$ cat src/tlpt_pkg.sv
package tlpt_pkg;

    // Default geometry of the table.
    localparam int OFFSET_BITS_DEF       = 12;
    localparam int SECOND_INDEX_BITS_DEF = 8;
    localparam int TOP_INDEX_BITS_DEF    = 6;
    localparam int FRAME_BITS_DEF        = 16;

    // Fixed widths of the interface fields.
    localparam int ADDR_W    = 26;
    localparam int PAGE_W    = 14;
    localparam int SPARE_W   = 16;
    localparam int PADDR_W   = 28;
    localparam int STATUS_W  = 2;
    localparam int HIT_W     = 32;
    localparam int MAPPED_W  = 15;
    localparam int TBYTES_W  = 18;
    localparam int TCOUNT_W  = 7;
    localparam int PTE_W     = 4;

    // Entry size register value after reset.
    localparam logic [PTE_W-1:0] PTE_RESET = 4'd4;

    // Request kinds.
    localparam logic REQ_TRANSLATE = 1'b0;
    localparam logic REQ_TOUCH     = 1'b1;

    // Result status codes.
    localparam logic [STATUS_W-1:0] ST_HIT      = 2'd0;
    localparam logic [STATUS_W-1:0] ST_MISS     = 2'd1;
    localparam logic [STATUS_W-1:0] ST_NOMEM    = 2'd2;
    localparam logic [STATUS_W-1:0] ST_UNMAPPED = 2'd3;

    // Depth of the queue between front and back (a power of two).
    localparam int QUEUE_DEPTH = 2;
    localparam int QPTR_W      = $clog2(QUEUE_DEPTH);

endpackage

$ cat src/tlpt_front.sv
module tlpt_front import tlpt_pkg::*; #(
    parameter int OFFSET_BITS       = OFFSET_BITS_DEF,
    parameter int SECOND_INDEX_BITS = SECOND_INDEX_BITS_DEF,
    parameter int TOP_INDEX_BITS    = TOP_INDEX_BITS_DEF,
    parameter int FRAME_BITS        = FRAME_BITS_DEF
) (
    input  logic                         in_valid,
    output logic                         in_stall,
    input  logic                         req_type,
    input  logic [ADDR_W-1:0]            logical_address,
    input  logic [PAGE_W-1:0]            logical_page,
    input  logic [SPARE_W-1:0]           spare_frame,
    input  logic                         spare_frame_valid,
    input  logic                         q_full,
    input  logic                         clearing,
    output logic                         push,
    output logic                         item_kind,
    output logic                         item_frame_valid,
    output logic [FRAME_BITS-1:0]        item_frame,
    output logic [TOP_INDEX_BITS-1:0]    item_top,
    output logic [SECOND_INDEX_BITS-1:0] item_second,
    output logic [OFFSET_BITS-1:0]       item_offset
);

    // Hold off new items during the table clearing pass or while the queue is full.
    assign in_stall = clearing || q_full;
    assign push     = in_valid && !in_stall;

    // Split the request into table indexes; a touch names the page directly.
    always_comb
    begin
        item_kind        = req_type;
        item_frame_valid = spare_frame_valid;
        item_frame       = FRAME_BITS'(spare_frame);
        if (req_type == REQ_TOUCH)
        begin
            item_top    = TOP_INDEX_BITS'(logical_page >> SECOND_INDEX_BITS);
            item_second = SECOND_INDEX_BITS'(logical_page);
            item_offset = '0;
        end
        else
        begin
            item_top    = TOP_INDEX_BITS'(logical_address >> (OFFSET_BITS + SECOND_INDEX_BITS));
            item_second = SECOND_INDEX_BITS'(logical_address >> OFFSET_BITS);
            item_offset = logical_address[OFFSET_BITS-1:0];
        end
    end

endmodule

$ cat config.mk
export PLATFORM = sky130hd
export DESIGN_NAME = tlpt_front
export DESIGN_NICKNAME = d
export VERILOG_FILES = /design/src/tlpt_pkg.sv /design/src/tlpt_front.sv
export SDC_FILE = /design/constraint.sdc
export NUM_CORES = 1
export LEC_CHECK = 0
export BUFFER_PORTS_ARGS = -buffer_cell sky130_fd_sc_hd__buf_4
export CAP_MARGIN = 20
export CELL_PAD_IN_SITES_DETAIL_PLACEMENT = 1
export CELL_PAD_IN_SITES_GLOBAL_PLACEMENT = 2
export CORE_MARGIN = 8
export CORE_UTILIZATION = 10
export DETAILED_ROUTE_END_ITERATION = 6
export GPL_TIMING_DRIVEN = 0
export PLACE_DENSITY = 0.95
export SLEW_MARGIN = 25
export SYNTH_ARGS = -nofsm -noshare
export SYNTH_HDL_FRONTEND = slang
export SYNTH_SLANG_ARGS = --single-unit
$ cat constraint.sdc
create_clock -name vclk -period 2
set_input_delay 0.2 -clock vclk [all_inputs]
set_output_delay 0.2 -clock vclk [all_outputs]
set_load 0.005 [all_outputs]
==> flow_metrics.py, run 1 <==
metrics = {
    "cells_and_area": {
        "n_clock_buffer": 0,
        "final_cell_mix": "buf_4, nor2b_1, mux2_4",
        "design.seq.count": 0,
        "n_antenna_cell": 0,
        "regArea_um2": 0,
        "drive_above_1_share_pct": 90.6,
        "layout_commonest_cell": "buf_4",
        "nNetsFinal": 201,
        "final_util_pct": 27.2,
        "area_growth_pct": 163,
    },
    "setup_path": {
        "critPathRequiredTime_ns": 1.80,
        "cpMaxStageDelayCell": "mux2_4",
        "critical_path.top_delay_family": "buffers and inverters",
        "setup.worst_path.end_class": "output pin",
        "worst_path_largest_cell_delay_ns": 0.30,
        "critical_path_arrival_ns": 0.90,
        "worstSetupStartpointType": "input port",
        "worst-setup-path-type": "input port to output pin",
        "cp_num_buf_inv": 3,
        "critical_path.max_fanout": 10,
        "startpoint": "req_type",
        "cp_cell_sequence": "buf_6 > buf_12 > mux2_4 > buf_4",
    },
    "synthesis": {
        "yosysWarnings": 0,
        "syn_area_per_cell_um2": 9.19,
        "yosysTopAreaCell": "buf_4",
        "syn_inst": 49,
        "syn-num-nets": 110,
        "synth_seq_area_share_pct": 0,
        "synth_cell_types": 10,
        "syn_area_um2": 450,
        "synth_area_leaders": "buf_4, mux2_4, mux2_2",
        "synth_top_cell_area_share_pct": 30.0,
    },
    "timing": {
        "period_minus_slack_ns": 1.10,
        "finalCritPeriodShare_pct": 54.8,
        "setup_violations": 0,
        "tightest_slew_ns": 0.168,
        "slew_viol_final": 0,
        "finalSetupTns_ns": 0,
        "finalHoldViolCount": 0,
        "slew_headroom_pct": 88.8,
        "fmax_mhz": 912,
        "grt_setup_unrepaired": "no",
    },
    "routing": {
        "drtPass1Iterations": 2,
        "drt_iter0_drc": 4,
        "drt-vias-per-instance": 3.56,
        "wire_per_inst_um": 13.1,
        "remaining_drc_errors": 0,
        "num_vias": 677,
        "wl_mm": 2.49,
        "postRouteAntennaNets": 0,
    },
    "hold_path": {
        "hold_path_depth": 2,
        "holdCritPathClass": "input port to output pin",
        "min_to": "item_frame[9]",
        "hold_start": "spare_frame[9]",
    },
    "floorplanning": {
        "die_w_um": 83.1,
        "die_height_um": 83.1,
        "start_util_pct": 10.3,
        "core_region_area_um2": 4350,
        "die_area_um2": 6910,
        "io_pins": 107,
        "rows": 24,
    },
    "clock_tree": {
        "cts_hold_buffers": 0,
        "post_cts_buffers": 0,
        "cts-resized-gates": 0,
    },
    "pwr": {
        "p_comb_share_pct": 100.0,
        "clockPowerShare_pct": 0,
        "p_per_area_nw_per_um2": 205,
        "p_leak_uw": 0.000663,
        "irDropWorstVdd_mv": 0.0661,
        "p_int_uw": 179,
        "power_switching_uw": 64.0,
        "seq_power_share_pct": 0,
        "p_sw_share_pct": 26.4,
    },
    "grt": {
        "grt_pass1_wl_mm": 3.82,
        "grt_pass1_vias": 751,
        "grt_usage_pct": 6.39,
        "gr-total-overflow": 0,
        "grt_max_degree": 11,
        "antenna_found_initial": 0,
    },
    "flow_run": {
        "drv_cap": 0,
    },
    "run_status": {
        "outcome": "finished clean",
    },
    "placed_design": {
        "io_buffers": 89,
        "routabilityCongestion": 0.602,
    },
}
-- worst max-delay path by stage --
stage                          end  slack [ns]  depth (start not counted)
finish                 item_top[4]        0.90                          4
global route           item_top[4]        0.87                          4
detailed placement     item_top[4]        0.89                          4
floorplan           item_second[0]        1.06                          3
global placement       item_top[4]        0.89                          4
CTS                    item_top[4]        0.89                          4
-- per-stage QoR --
stage,worst slack [ns],hold slack (ns),std cells,area [µm²],power (µW)
after floorplan,1.06,0.433,49,450,93.6
after global placement,0.888,0.568,190,1180,244
after detailed placement,0.887,0.569,190,1180,250
after CTS,0.887,0.569,190,1180,250
after global routing,0.867,0.570,190,1180,263
final,0.903,0.567,190,1180,243
-- per-layer routing --
| layer | share of wire [%] | global-route usage [%] |
|---|---|---|
| met5 | 0 | 0 |
| met3 | 14 | 3.42 |
| met2 | 56 | 12.7 |
| met1 | 30 | 5.79 |
| met4 | 0 | 0 |
-- final cells by class --
type / count / area [µm²]
tap: 52 / 65.1
multi-input combinational: 28 / 279
timing repair buffer: 89 / 668
buffer: 21 / 171
fill: 537 / 3170
-- cells in the mapped netlist --
cell type	n
mux2_4	8
and2b_1	2
buf_6	1
nor3b_1	1
buf_12	1
buf_2	1
mux2_2	6
or2_2	1
buf_4	18
nor2b_1	10
-- power by group through the flow --
stage	Sequential, µW	Clock (µW)	Combinational, µW
finish	0	0	243
CTS	0	0	250
global route	0	0	263
global placement	0	0	244
detailed placement	0	0	250
floorplan	0	0	93.6
-- cell families (layout without fill, tap and decap cells) --
group | count (synthesis) | after routing | share of synthesized area, %
simple gates | 14 | 14 | 20.3
mux | 14 | 14 | 41.7
buf+inv | 21 | 110 | 38.1
(Power assumes the default switching activity.)
==> inputs of run 2 (changes only) <==
==> constraint.sdc (replaced) <==
create_clock -name vclk -period 0.9
set_input_delay 0.09 -clock vclk [all_inputs]
set_output_delay 0.09 -clock vclk [all_outputs]
set_load 0.005 [all_outputs]
==> flow_metrics.py, run 2 (synthesized netlist as in run 1, its figures left out) <==
metrics = {
    "timing": {
        "slew_headroom_pct": 88.8,
        "tightest_slew_ns": 0.168,
        "fmax_mhz": 1140,
        "finalCritPeriodShare_pct": 97.6,
        "setup_violations": 0,
        "slew_viol_final": 0,
        "grt_setup_unrepaired": "no",
        "finalSetupTns_ns": 0,
        "finalHoldViolCount": 0,
        "period_minus_slack_ns": 0.878,
    },
    "floorplanning": {
        "rows": 24,
        "start_util_pct": 10.3,
        "die_area_um2": 6910,
        "core_region_area_um2": 4350,
        "die_height_um": 83.1,
        "io_pins": 107,
        "die_w_um": 83.1,
    },
    "grt": {
        "grt_pass1_vias": 751,
        "grt_pass1_wl_mm": 3.82,
        "antenna_found_initial": 0,
        "met3_usage_pct": 3.42,
        "grt_usage_pct": 6.39,
        "gr-total-overflow": 0,
        "met1_usage_pct": 5.79,
        "grt_busiest_layer": "met2",
        "grt_max_degree": 11,
        "grt_use_met2_pct": 12.7,
    },
    "flow_run": {
        "drv_cap": 0,
    },
    "cells_and_area": {
        "final_util_pct": 27.8,
        "regArea_um2": 0,
        "n_antenna_cell": 0,
        "nNetsFinal": 202,
        "final_cell_mix": "buf_4, nor2b_1, mux2_4",
        "fillers": 537,
        "layout_commonest_cell": "buf_4",
        "multi_input_area_um2": 279,
        "drive_above_1_share_pct": 90.6,
        "design.seq.count": 0,
        "n_clock_buffer": 0,
        "area_growth_pct": 169,
    },
    "routing": {
        "drt_iter0_drc": 6,
        "drtPass1Iterations": 2,
        "wire_per_inst_um": 13.4,
        "drt-vias-per-instance": 3.55,
        "num_vias": 678,
        "remaining_drc_errors": 0,
        "wl_mm": 2.57,
        "postRouteAntennaNets": 0,
    },
    "setup_path": {
        "worstSetupStartpointType": "input port",
        "critical_path_arrival_ns": 0.79,
        "critical_path.max_fanout": 9,
        "setup.worst_path.end_class": "output pin",
        "critPathRequiredTime_ns": 0.81,
        "worst-setup-path-type": "input port to output pin",
        "startpoint": "req_type",
    },
    "pwr": {
        "p_leak_uw": 0.000677,
        "clockPowerShare_pct": 0,
        "p_per_area_nw_per_um2": 457,
        "power_switching_uw": 145,
        "seq_power_share_pct": 0,
        "p_int_uw": 409,
        "irDropWorstVdd_mv": 0.153,
        "p_comb_share_pct": 100.0,
        "p_sw_share_pct": 26.2,
    },
    "placed_design": {
        "routabilityCongestion": 0.602,
        "io_buffers": 89,
    },
    "hold_path": {
        "holdCritPathClass": "input port to output pin",
        "hold_start": "spare_frame[9]",
    },
    "run_status": {
        "outcome": "finished clean",
    },
    "clock_tree": {
        "cts_hold_buffers": 0,
    },
}
-- run 2: cell count changes in the layout (fill, tap and decap cells not counted) --
cell | before | now
buf_8 | 0 | 1
buf_6 | 1 | 0
clkbuf_16 | 0 | 1
-- run 2: worst paths after layout --
kind,end,depth (start not counted)
worst max-delay path,item_second[5],4
worst min-delay path,item_frame[9],2
-- run 2: layer usage --
metal / part of all wire, % / up-vias
met5: 0 / -
met4: 0 / 0
met3: 14 / 0
met2: 55 / 52
met1: 31 / 305
li1: - / 321
-- run 2: repair_timing --
action | 4_1_cts | 5_1_grt
resized for setup | 0 | 1
buffers inserted | 0 | 0
setup endpoints to repair | 0 | 7
-- run 2: cell type report --
class | count | share of cell area, %
timing repair buffer | 90 | 57.2
multi-input combinational | 28 | 23.0
buffer | 21 | 14.4
tap | 52 | 5.37
-- run 2: metrics by stage --
stage | hold slack [ns] | total power (µW) | area, µm² | std cells | worst slack (ns)
6_report | 0.347 | 554 | 1210 | 191 | 0.0217
3_3_place_gp | 0.348 | 543 | 1180 | 190 | 0.00800
4_1_cts | 0.349 | 555 | 1180 | 190 | 0.00696
5_1_grt | 0.350 | 600 | 1210 | 191 | 0.000568
2_1_floorplan | 0.213 | 208 | 450 | 49 | 0.175
3_5_place_dp | 0.349 | 555 | 1180 | 190 | 0.00695
-- run 2: power groups by stage --
stage | Sequential, µW | Clock, µW | Combinational [µW]
floorplan | 0 | 0 | 208
global placement | 0 | 0 | 543
detailed placement | 0 | 0 | 554
CTS | 0 | 0 | 555
global route | 0 | 0 | 600
finish | 0 | 0 | 554
-- run 2: worst max-delay path, cell delays in order --
cell and delay [ns]:
buf_8 0.12, clkbuf_16 0.15, mux2_4 0.29, buf_4 0.13
