==> src/tlpt_pkg.sv <==
package tlpt_pkg;

    // Default geometry of the table.
    localparam int OFFSET_BITS_DEF       = 12;
    localparam int SECOND_INDEX_BITS_DEF = 8;
    localparam int TOP_INDEX_BITS_DEF    = 6;
    localparam int FRAME_BITS_DEF        = 16;

    // Fixed widths of the interface fields.
    localparam int ADDR_W    = 26;
    localparam int PAGE_W    = 14;
    localparam int SPARE_W   = 16;
    localparam int PADDR_W   = 28;
    localparam int STATUS_W  = 2;
    localparam int HIT_W     = 32;
    localparam int MAPPED_W  = 15;
    localparam int TBYTES_W  = 18;
    localparam int TCOUNT_W  = 7;
    localparam int PTE_W     = 4;

    // Entry size register value after reset.
    localparam logic [PTE_W-1:0] PTE_RESET = 4'd4;

    // Request kinds.
    localparam logic REQ_TRANSLATE = 1'b0;
    localparam logic REQ_TOUCH     = 1'b1;

    // Result status codes.
    localparam logic [STATUS_W-1:0] ST_HIT      = 2'd0;
    localparam logic [STATUS_W-1:0] ST_MISS     = 2'd1;
    localparam logic [STATUS_W-1:0] ST_NOMEM    = 2'd2;
    localparam logic [STATUS_W-1:0] ST_UNMAPPED = 2'd3;

    // Depth of the queue between front and back (a power of two).
    localparam int QUEUE_DEPTH = 2;
    localparam int QPTR_W      = $clog2(QUEUE_DEPTH);

endpackage

==> src/tlpt_queue.sv <==
module tlpt_queue import tlpt_pkg::*; #(
    parameter int WIDTH = 8
) (
    input  logic             clk,
    input  logic             rst_n,
    input  logic             push,
    input  logic [WIDTH-1:0] push_data,
    output logic             full,
    input  logic             pop,
    output logic [WIDTH-1:0] pop_data,
    output logic             empty
);

    logic [WIDTH-1:0]  slot_reg [QUEUE_DEPTH];
    logic [QPTR_W-1:0] wr_ptr_reg;
    logic [QPTR_W-1:0] rd_ptr_reg;
    logic [QPTR_W:0]   count_reg;
    logic [QPTR_W:0]   count_next;

    assign full     = (count_reg == (QPTR_W+1)'(QUEUE_DEPTH));
    assign empty    = (count_reg == '0);
    assign pop_data = slot_reg[rd_ptr_reg];

    // Occupancy follows pushes and pops; callers never push when full or pop when empty.
    always_comb
    begin
        count_next = count_reg + (QPTR_W+1)'(push) - (QPTR_W+1)'(pop);
    end

    always_ff @(posedge clk or negedge rst_n)
    begin
        if (!rst_n)
        begin
            wr_ptr_reg <= '0;
            rd_ptr_reg <= '0;
            count_reg  <= '0;
        end
        else
        begin
            if (push)
            begin
                wr_ptr_reg <= wr_ptr_reg + 1'b1;
            end
            if (pop)
            begin
                rd_ptr_reg <= rd_ptr_reg + 1'b1;
            end
            count_reg <= count_next;
        end
    end

    // Queue storage carries payload only.
    always_ff @(posedge clk)
    begin
        if (push)
        begin
            slot_reg[wr_ptr_reg] <= push_data;
        end
    end

endmodule

==> config.mk <==
export PLATFORM = sky130hd
export DESIGN_NAME = tlpt_queue
export DESIGN_NICKNAME = d
export VERILOG_FILES = /design/src/tlpt_pkg.sv /design/src/tlpt_queue.sv
export SDC_FILE = /design/constraint.sdc
export NUM_CORES = 1
export LEC_CHECK = 0
export BUFFER_PORTS_ARGS = -buffer_cell sky130_fd_sc_hd__buf_2
export CORE_MARGIN = 2
export CORE_UTILIZATION = 35
export DETAILED_ROUTE_END_ITERATION = 6
export PLACE_DENSITY = 0.63
export SLEW_MARGIN = 20
export SYNTH_ARGS = -nofsm -noshare
export SYNTH_HDL_FRONTEND = slang
export SYNTH_SLANG_ARGS = --single-unit
==> constraint.sdc <==
create_clock -name clk -period 1.7 [get_ports clk]
set_input_delay 0 -clock clk [delete_from_list [all_inputs] [get_ports clk]]
set_output_delay 0 -clock clk [all_outputs]
set_load 0.01 [all_outputs]
==> impl_metrics.csv, run 1 <==
group,metric,value,unit
route,postRouteAntennaNets,0,
sta,maxSlewViolCount,0,
route,detail_route.wl_per_cell,11.8,um
floorplan,num_rows,17,
sta,fmax,0.684,GHz
global_route,antenna_found_initial,0,
global_route,grt_pass1_vias,436,
setup_path,rrSetupSlack,0.32,ns
final_layout,drive_above_1_share,0.442,
sta,slew_headroom,0.643,
placement,io_buffers,21,
floorplan,core,2190,um^2
global_route,grt_max_degree,12,
final_layout,largest_reg_flops,16,
setup_path,end_kind,"primary output",
setup_path,critPathMaxFanout,9,
cts,cts_max_level,1,
final_layout,nets,92,
route,drt-pass1-iter-count,3,
setup_path,r2r-start,"count_reg[0]",
placement,gp_congestion,0.535,
floorplan,die_h,52.1,um
route,vias,435,
cts,cts_tree,"done",
final_layout,final_area,1090,um^2
cts,path_clk_slew,0.11,ns
floorplan,fp.dieW,52.1,um
final_layout,final_common_cell,"buf_2",
final_layout,diodes,0,
route,drc_errors,0,
synth,ys_ff_latch,20,
synth,yosysSeqAreaShare,0.718,
synth,synth_top_area_cell,"edfxtp_1",
floorplan,boundaryPins,22,
synth,syn_inst,40,
setup_path,worstPathRequired,1.70,ns
placement,place_hpwl,833,um
sta,setup_viol,0,
final_layout,final_util,0.497,
sta,hold_violations,0,
placement,dpl_cell_area,952,um^2
run,maxCapViolCount,0,
setup_path,reg2reg_depth,5,
global_route,grt_first_pass_wirelength,1870,um
route,drt-total-wl,1240,um
cts,cts_setup_buffers,0,
cts,clk_latency,0.29,ns
global_route,track_usage,0.0998,
pwr,power_density,1390,nW/um^2
cts,numClockSinks,20,
setup_path,worstPathArrival,1.46,ns
final_layout,mostFrequentLayoutCells,"buf_2 (21), edfxtp_1 (16), dlygate4sd3_1 (11), mux2_4 (8), dfrtp_1 (4)",
cts,clock_path_buffers,2,
sta,worstMarginPinSlew,0.536,ns
synth,ys_top_cells_by_area,"edfxtp_1 (59%), mux2_4 (15%), dfrtp_1 (12%)",
sta,fin_skew,0.00628,ns
synth,ys_warn_count,0,
floorplan,start_util,0.369,
synth,netlist.area_leader.share,0.594,
cts,ctsResizeCount,0,
synth,syn-mean-instance-area,20.2,um^2
cts,clockRootBuffer,"clkbuf_4",
synth,syn_area,808,um^2
sta,grt_setup_unrepaired,"false",
sta,setup_tns,0,ns
global_route,grt-ovfl-total,0,
route,vias_per_cell,4.14,
floorplan,die_area,2710,um^2
setup_path,r2r_end,"count_reg[1]",
route,drt-initial-drc-count,7,
synth,synth.distinct_cells,11,
pwr,p_leak,0.477,nW
setup_path,setup.worst_path.start_class,"flip-flop",
run_status,status,"finished, final reports clean",
final_layout,syn_to_final_growth,34.7,%
setup_path,criticalPathCategory,"reg2out",
min_path,hold_path_class,"in2async",
sta,fin_hold_ws,0.0363,ns
synth,syn-num-nets,54,
sta,min_period_over_period,0.860,
pwr,ir_worst_vdd,0.735,mV
cts,numCtsBuffers,3,
sta,period_minus_slack,1.46,ns
cells in the mapped netlist:
cell type / number
and2_1: 1
inv_1: 2
buf_6: 1
xor3_1: 1
nor2b_1: 2
nor2_1: 1
edfxtp_1: 16
dfrtp_1: 4
mux2_4: 8
ha_1: 2
xor2_1: 2
layer usage:
metal,track usage,vias up,part of all wire,wire length (um)
li1,-,221,-,-
met1,0.121,194,0.46,567
met4,0.0395,0,0.013,16
met5,0,-,0,0
met2,0.169,18,0.48,598
met3,0.0259,2,0.048,59
final cells by class:
type | instances | area [um^2]
Sequential cell | 20 | 581
Tap cell | 28 | 35.0
Clock buffer | 4 | 26.3
Inverter | 2 | 7.51
Multi-Input combinational cell | 17 | 209
Fill cell | 187 | 1100
Timing Repair Buffer | 34 | 230
kinds of logic (layout without fill, tap and decap cells):
kind of cell / Yosys count / count (layout) / synth area share
AND/OR/NAND/NOR: 4 / 4 / 0.0279
buffers and inverters: 3 / 40 / 0.0232
XOR/XNOR: 3 / 3 / 0.0511
multiplexers: 8 / 8 / 0.149
adder cells (fa/ha/maj): 2 / 2 / 0.0310
flip-flops: 20 / 20 / 0.718
worst max-delay path, stage by stage, from the launching register on:
cell     delay [ns]
dfrtp_1        0.69
mux2_4         0.34
buf_2          0.14
how the worst max path moves through the flow:
stage / depth (start not counted) / slack (ns) / endpoint / from
6_report: 2 / 0.24 / pop_data[6] / rd_ptr_reg
5_1_grt: 2 / 0.15 / pop_data[7] / rd_ptr_reg
4_1_cts: 2 / 0.20 / pop_data[6] / rd_ptr_reg
3_5_place_dp: 5 / 0.32 / count_reg[1] / count_reg[0]
3_3_place_gp: 5 / 0.37 / count_reg[1] / count_reg[0]
2_1_floorplan: 5 / 0.39 / count_reg[1] / count_reg[0]
per-stage QoR:
stage	power, mW	worst slack (ns)	cells
6_report	1.52	0.238	105
5_1_grt	1.62	0.152	105
3_5_place_dp	1.30	0.318	90
2_1_floorplan	1.13	0.387	40
3_3_place_gp	1.28	0.372	90
4_1_cts	1.54	0.201	105
power by group:
group          switching [mW]  internal [mW]
clock network           0.135         0.0912
logic                   0.195          0.327
registers               0.104          0.666
what timing repair did:
item / CTS / global route
endpoints found under the hold margin: 23 / 0
setup endpoints to repair: 0 / 0
hold buffers: 11 / 0
Note: power is estimated with default switching activity, not from simulation.
==> inputs of run 2 (changes only) <==
--- a/config.mk
+++ b/config.mk
@@ -9,7 +9,9 @@
 export CORE_MARGIN = 2
 export CORE_UTILIZATION = 35
 export DETAILED_ROUTE_END_ITERATION = 6
+export MAX_ROUTING_LAYER = met4
 export PLACE_DENSITY = 0.63
+export RECOVER_POWER = 25
 export SLEW_MARGIN = 20
 export SYNTH_ARGS = -nofsm -noshare
 export SYNTH_HDL_FRONTEND = slang
==> constraint.sdc (replaced) <==
create_clock -name clk -period 1.35 [get_ports clk]
set_input_delay 0 -clock clk [delete_from_list [all_inputs] [get_ports clk]]
set_output_delay 0 -clock clk [all_outputs]
set_load 0.01 [all_outputs]
==> run 2 against run 1 <==
Effect of this change:
- worst hold slack improved by 0.37 ns
- register-to-register slack lost 0.15 ns
- first-iteration DRC count decreased by 57%
- via count rose by 7.6%
- global-route usage increased by 0.36 points
- die area unchanged
- sequential power increased by 17%
- power grew 45%
- final area increased by 6.6%
- clock skew increased by 0.0036 ns
- largest power group unchanged
==> impl_metrics.csv, run 2 (synthesis results as in run 1) <==
group,metric,value,unit
run_status,status,"finished, final reports clean",
global_route,busiest_layer,"met2",
floorplan,num_rows,17,
sta,grt_setup_unrepaired,"true",
cts,cts_tree,"done",
global_route,grt_pass1_vias,424,
setup_path,critPathMaxStageDelay,0.41,ns
sta,setup_viol,0,
setup_path,rrSetupSlack,0.17,ns
setup_path,reg2reg_depth,5,
pwr,power_density,1900,nW/um^2
sta,fmax,0.763,GHz
cts,clock_path_buffers,2,
cts,numCtsBuffers,3,
final_layout,mostFrequentLayoutCells,"buf_2 (19), edfxtp_1 (16), dlygate4sd3_1 (13), mux2_4 (8), buf_4 (5)",
final_layout,drive_above_1_share,0.446,
floorplan,die_h,52.1,um
setup_path,critPathMaxFanout,4,
cts,clk_latency,0.31,ns
setup_path,cp_common_cell,"buf_2",
cts,clockRootBuffer,"clkbuf_4",
final_layout,largest_reg_flops,16,
setup_path,startpoint,"rd_ptr_reg",
setup_path,r2r-start,"count_reg[0]",
setup_path,crit_chain,"buf_2 -> mux2_4 -> buf_2",
sta,fin_skew,0.00989,ns
floorplan,boundaryPins,22,
placement,io_buffers,21,
route,drt-initial-drc-count,3,
setup_path,setup.worst_path.start_class,"flip-flop",
global_route,antenna_found_initial,0,
sta,slew_headroom,0.734,
global_route,grt-ovfl-total,0,
route,drc_errors,0,
floorplan,die_area,2710,um^2
floorplan,fp.dieW,52.1,um
final_layout,diodes,0,
sta,min_period_over_period,0.971,
global_route,met3_usage,0.0460,
run,maxCapViolCount,0,
cts,path_clk_slew,0.11,ns
setup_path,worstPathRequired,1.35,ns
final_layout,syn_to_final_growth,43.5,%
floorplan,core,2190,um^2
route,vias_per_cell,4.22,
cts,cts_max_level,1,
setup_path,criticalPathCategory,"reg2out",
pwr,p_leak,0.507,nW
route,detail_route.wl_per_cell,11.2,um
sta,setup_ws,0.0386,ns
pwr,ir_worst_vdd,1.45,mV
global_route,grt_max_degree,13,
sta,worstMarginPinSlew,0.398,ns
min_path,hold_path_class,"in2reg",
placement,gp_congestion,0.538,
route,postRouteAntennaNets,0,
global_route,grt_first_pass_wirelength,1890,um
setup_path,critPathSlowestCell,"dfrtp_2",
sta,fin_hold_ws,0.407,ns
placement,place_ws,0.0154,ns
route,vias,468,
sta,period_minus_slack,1.31,ns
cts,numClockSinks,20,
final_layout,final_util,0.529,
floorplan,start_util,0.369,
sta,maxSlewViolCount,0,
final_layout,nets,98,
route,drt-pass1-iter-count,4,
setup_path,crit_end,"pop_data[0]",
setup_path,worstPathArrival,1.31,ns
final_layout,nFillCells,188,
sta,hold_violations,0,
setup_path,r2r_end,"count_reg[1]",
global_route,grtUsageMet2,0.160,
global_route,grt.met1_usage,0.118,
global_route,track_usage,0.103,
route,drt-total-wl,1240,um
final_layout,final_common_cell,"buf_2",
setup_path,end_kind,"primary output",
-- run 2: cell types whose count changed in the layout (fill, tap and decap cells not counted) --
cell / delta
clkbuf_1: +2
dlygate4sd3_1: +2
dfrtp_2: +1
bufinv_16: +1
buf_4: +3
buf_2: -2
dfrtp_1: -1
-- run 2: worst min path at each step --
stage                 start        endpoint  slack [ns]  depth (start not counted)
6_report       push_data[0]  slot_reg[0][0]        0.41                          2
2_1_floorplan         rst_n    count_reg[0]       -0.30                          0
5_1_grt        push_data[5]  slot_reg[0][5]        0.39                          2
3_3_place_gp          rst_n      wr_ptr_reg       -0.19                          1
4_1_cts        push_data[5]  slot_reg[0][5]        0.39                          2
3_5_place_dp          rst_n    count_reg[0]       -0.19                          1
-- run 2: layout make-up --
class | count | area, um^2 | area share
flip-flops and latches | 20 | 582 | 0.502
multi-input cells | 17 | 209 | 0.180
repair buffers | 40 | 274 | 0.236
clock buffers | 3 | 22.5 | 0.0194
clock inverters | 1 | 30.0 | 0.0259
well taps | 28 | 35.0 | 0.0302
inverters | 2 | 7.51 | 0.00647
-- run 2: per-stage QoR --
stage / TNS, ns / total power, mW / area [um^2] / std cells
after floorplan: 0 / 1.43 / 808 / 40
after global placement: 0 / 1.63 / 960 / 91
after detailed placement: 0 / 1.65 / 960 / 91
after CTS: 0 / 2.19 / 1150 / 109
after global routing: -0.0793 / 2.33 / 1160 / 111
final: 0 / 2.20 / 1160 / 111
-- run 2: what timing repair did --
item | in CTS | in global routing
pin swaps | 1 | 0
endpoints found under the setup margin | 9 | 8
endpoints found under the hold margin | 23 | 0
gates resized for setup | 1 | 0
hold buffers | 13 | 0
buffers inserted | 1 | 2
-- run 2: power breakdown --
group          leakage, nW  switching (mW)  internal, mW  total, mW
clock network       0.0279           0.185         0.300      0.486
logic                0.284           0.336         0.475      0.811
registers            0.196          0.0610         0.841      0.902
total                0.507           0.582          1.62       2.20
-- run 2: critical path, delay by kind of cell (launching register included) --
kind	cells	cell delay [ns]
flip-flops	1	0.41
buffers and inverters	2	0.30
multiplexers	1	0.30
-- run 2: per-layer routing --
layer / part of all wire / vias up
met5: 0 / -
met4: 0.012 / 0
met3: 0.084 / 3
met2: 0.47 / 19
met1: 0.44 / 215
li1: - / 231
==> inputs of run 3 (changes only) <==
--- a/config.mk
+++ b/config.mk
@@ -8,6 +8,7 @@
 export BUFFER_PORTS_ARGS = -buffer_cell sky130_fd_sc_hd__buf_2
 export CORE_MARGIN = 2
 export CORE_UTILIZATION = 35
+export CTS_BUF_LIST = sky130_fd_sc_hd__clkbuf_8 sky130_fd_sc_hd__clkbuf_16
 export DETAILED_ROUTE_END_ITERATION = 6
 export MAX_ROUTING_LAYER = met4
 export PLACE_DENSITY = 0.63
==> run 3 against run 2 <==
Effect of this change:
- register-to-register slack hardly changed
- worst hold slack worse by 0.31 ns
- sequential share of layout area is 0.94 points higher
- critical path type unchanged
- clock skew is 0.0049 ns lower
- power is 2.1% higher
- fmax is 3.0% higher
- critical endpoint unchanged
- setup slack better by 0.039 ns
==> impl_metrics.csv, run 3 (synthesis results as in run 1) <==
group,metric,value,unit
setup_path,critPathMaxStageDelay,0.55,ns
sta,setup_ws,0.0773,ns
setup_path,setup.worst_path.start_class,"flip-flop",
cts,cts_setup_buffers,0,
cts,numCtsBuffers,3,
setup_path,critPathMaxFanout,9,
pwr,p_switching,581,uW
sta,fin_skew,0.00499,ns
global_route,grt-ovfl-total,0,
setup_path,r2r_end,"count_reg[1]",
sta,grt_setup_unrepaired,"false",
sta,min_period_over_period,0.943,
route,postRouteAntennaNets,0,
global_route,track_usage,0.104,
setup_path,critPathSlowestCell,"dfrtp_2",
cts,cts_tree,"done",
pwr,ir_worst_vdd,1.54,mV
placement,gp_congestion,0.538,
global_route,antenna_found_initial,0,
pwr,p_leak,0.493,nW
floorplan,die_area,2710,um^2
cts,clk_latency,0.26,ns
cts,numClockSinks,20,
setup_path,end_kind,"primary output",
pwr,combPwrFrac,0.302,
sta,setup_viol,0,
global_route,grt_first_pass_wirelength,1860,um
sta,fin_hold_ws,0.0998,ns
setup_path,reg2reg_depth,5,
route,vias_per_cell,4.36,
sta,worstMarginPinSlew,0.389,ns
final_layout,largest_reg_flops,16,
route,drt-initial-drc-count,3,
final_layout,mostFrequentLayoutCells,"buf_2 (18), edfxtp_1 (16), dlygate4sd3_1 (11), mux2_4 (8)",
floorplan,fp.dieW,52.1,um
cts,clockRootBuffer,"clkbuf_8",
route,drt-total-wl,1190,um
pwr,power_density,1970,nW/um^2
floorplan,num_rows,17,
route,drt-pass1-iter-count,4,
setup_path,crit_chain,"mux2_4 -> buf_2",
cts,clock_path_buffers,2,
floorplan,start_util,0.369,
final_layout,diodes,0,
setup_path,criticalPathCategory,"reg2out",
pwr,clkPwrFrac,0.263,
final_layout,nets,93,
run,maxCapViolCount,0,
final_layout,nFillCells,185,
cts,cts_max_level,1,
final_layout,drive_above_1_share,0.436,
floorplan,core,2190,um^2
placement,place_ws,0.0154,ns
setup_path,worstPathRequired,1.35,ns
sta,period_minus_slack,1.27,ns
floorplan,die_h,52.1,um
sta,maxSlewViolCount,0,
sta,setup_tns,0,ns
route,vias,462,
run_status,status,"finished, final reports clean",
cts,path_clk_slew,0.07,ns
sta,hold_violations,0,
setup_path,r2r-start,"count_reg[0]",
route,drc_errors,0,
final_layout,final_common_cell,"buf_2",
min_path,hold_path_class,"in2async",
sta,slew_headroom,0.741,
route,detail_route.wl_per_cell,11.2,um
final_layout,syn_to_final_growth,40.9,%
sta,fmax,0.786,GHz
setup_path,rrSetupSlack,0.17,ns
pwr,seq_power_share,0.435,
global_route,grt_max_degree,13,
setup_path,worstPathArrival,1.27,ns
pwr,power.internal,1.66,mW
pwr,sw_frac_of_total,0.259,
global_route,grt_pass1_vias,411,
floorplan,boundaryPins,22,
placement,io_buffers,21,
[run 3: worst max path at each step]
stage | from | end | slack, ns
CTS | rd_ptr_reg | pop_data[0] | 0.06
detailed placement | count_reg[0] | count_reg[1] | 0.02
floorplan | count_reg[0] | count_reg[1] | 0.04
finish | rd_ptr_reg | pop_data[0] | 0.08
global route | rd_ptr_reg | pop_data[3] | 0.02
global placement | count_reg[0] | count_reg[1] | 0.04
[run 3: stage by stage]
stage                     area [um^2]  utilization  std cells  power, mW
final                            1140        0.520        106       2.24
after global placement            960        0.438         91       1.63
after floorplan                   808            -         40       1.43
after detailed placement          960        0.438         91       1.65
after CTS                        1140        0.521        106       2.28
after global routing             1140        0.520        106       2.38
[run 3: power groups by stage]
stage	logic [mW]	clock network, mW	registers [mW]
6_report	0.678	0.590	0.976
5_1_grt	0.743	0.635	0.998
4_1_cts	0.696	0.606	0.979
3_5_place_dp	0.667	0	0.986
3_3_place_gp	0.657	0	0.974
2_1_floorplan	0.522	0	0.904
[run 3: area by class of cell]
cell class	instances	area, um^2	share of cell area
Clock buffer	3	41.3	0.0363
Clock inverter	1	30.0	0.0264
Inverter	2	7.51	0.00659
Multi-Input combinational cell	17	209	0.184
Sequential cell	20	582	0.511
Tap cell	28	35.0	0.0308
Timing Repair Buffer	35	234	0.205
[run 3: worst max-delay path, delay by kind of cell, from the launching register on]
kind | cells | cell delay, ns
buf+inv | 1 | 0.14
flops | 1 | 0.55
mux | 1 | 0.33
[run 3: per-layer routing]
metal / vias to the layer above / track usage / part of all wire / wire [um]
li1: 221 / - / - / -
met1: 217 / 0.117 / 0.43 / 513
met2: 21 / 0.158 / 0.46 / 551
met3: 3 / 0.0517 / 0.085 / 101
met4: 0 / 0.0395 / 0.016 / 19
met5: - / - / 0 / 0
[run 3: repair_timing]
| item | CTS | global route |
|---|---|---|
| endpoints found under the hold margin | 22 | 0 |
| hold buffers | 11 | 0 |
| setup endpoints to repair | 9 | 0 |
| gates resized for setup | 1 | 0 |
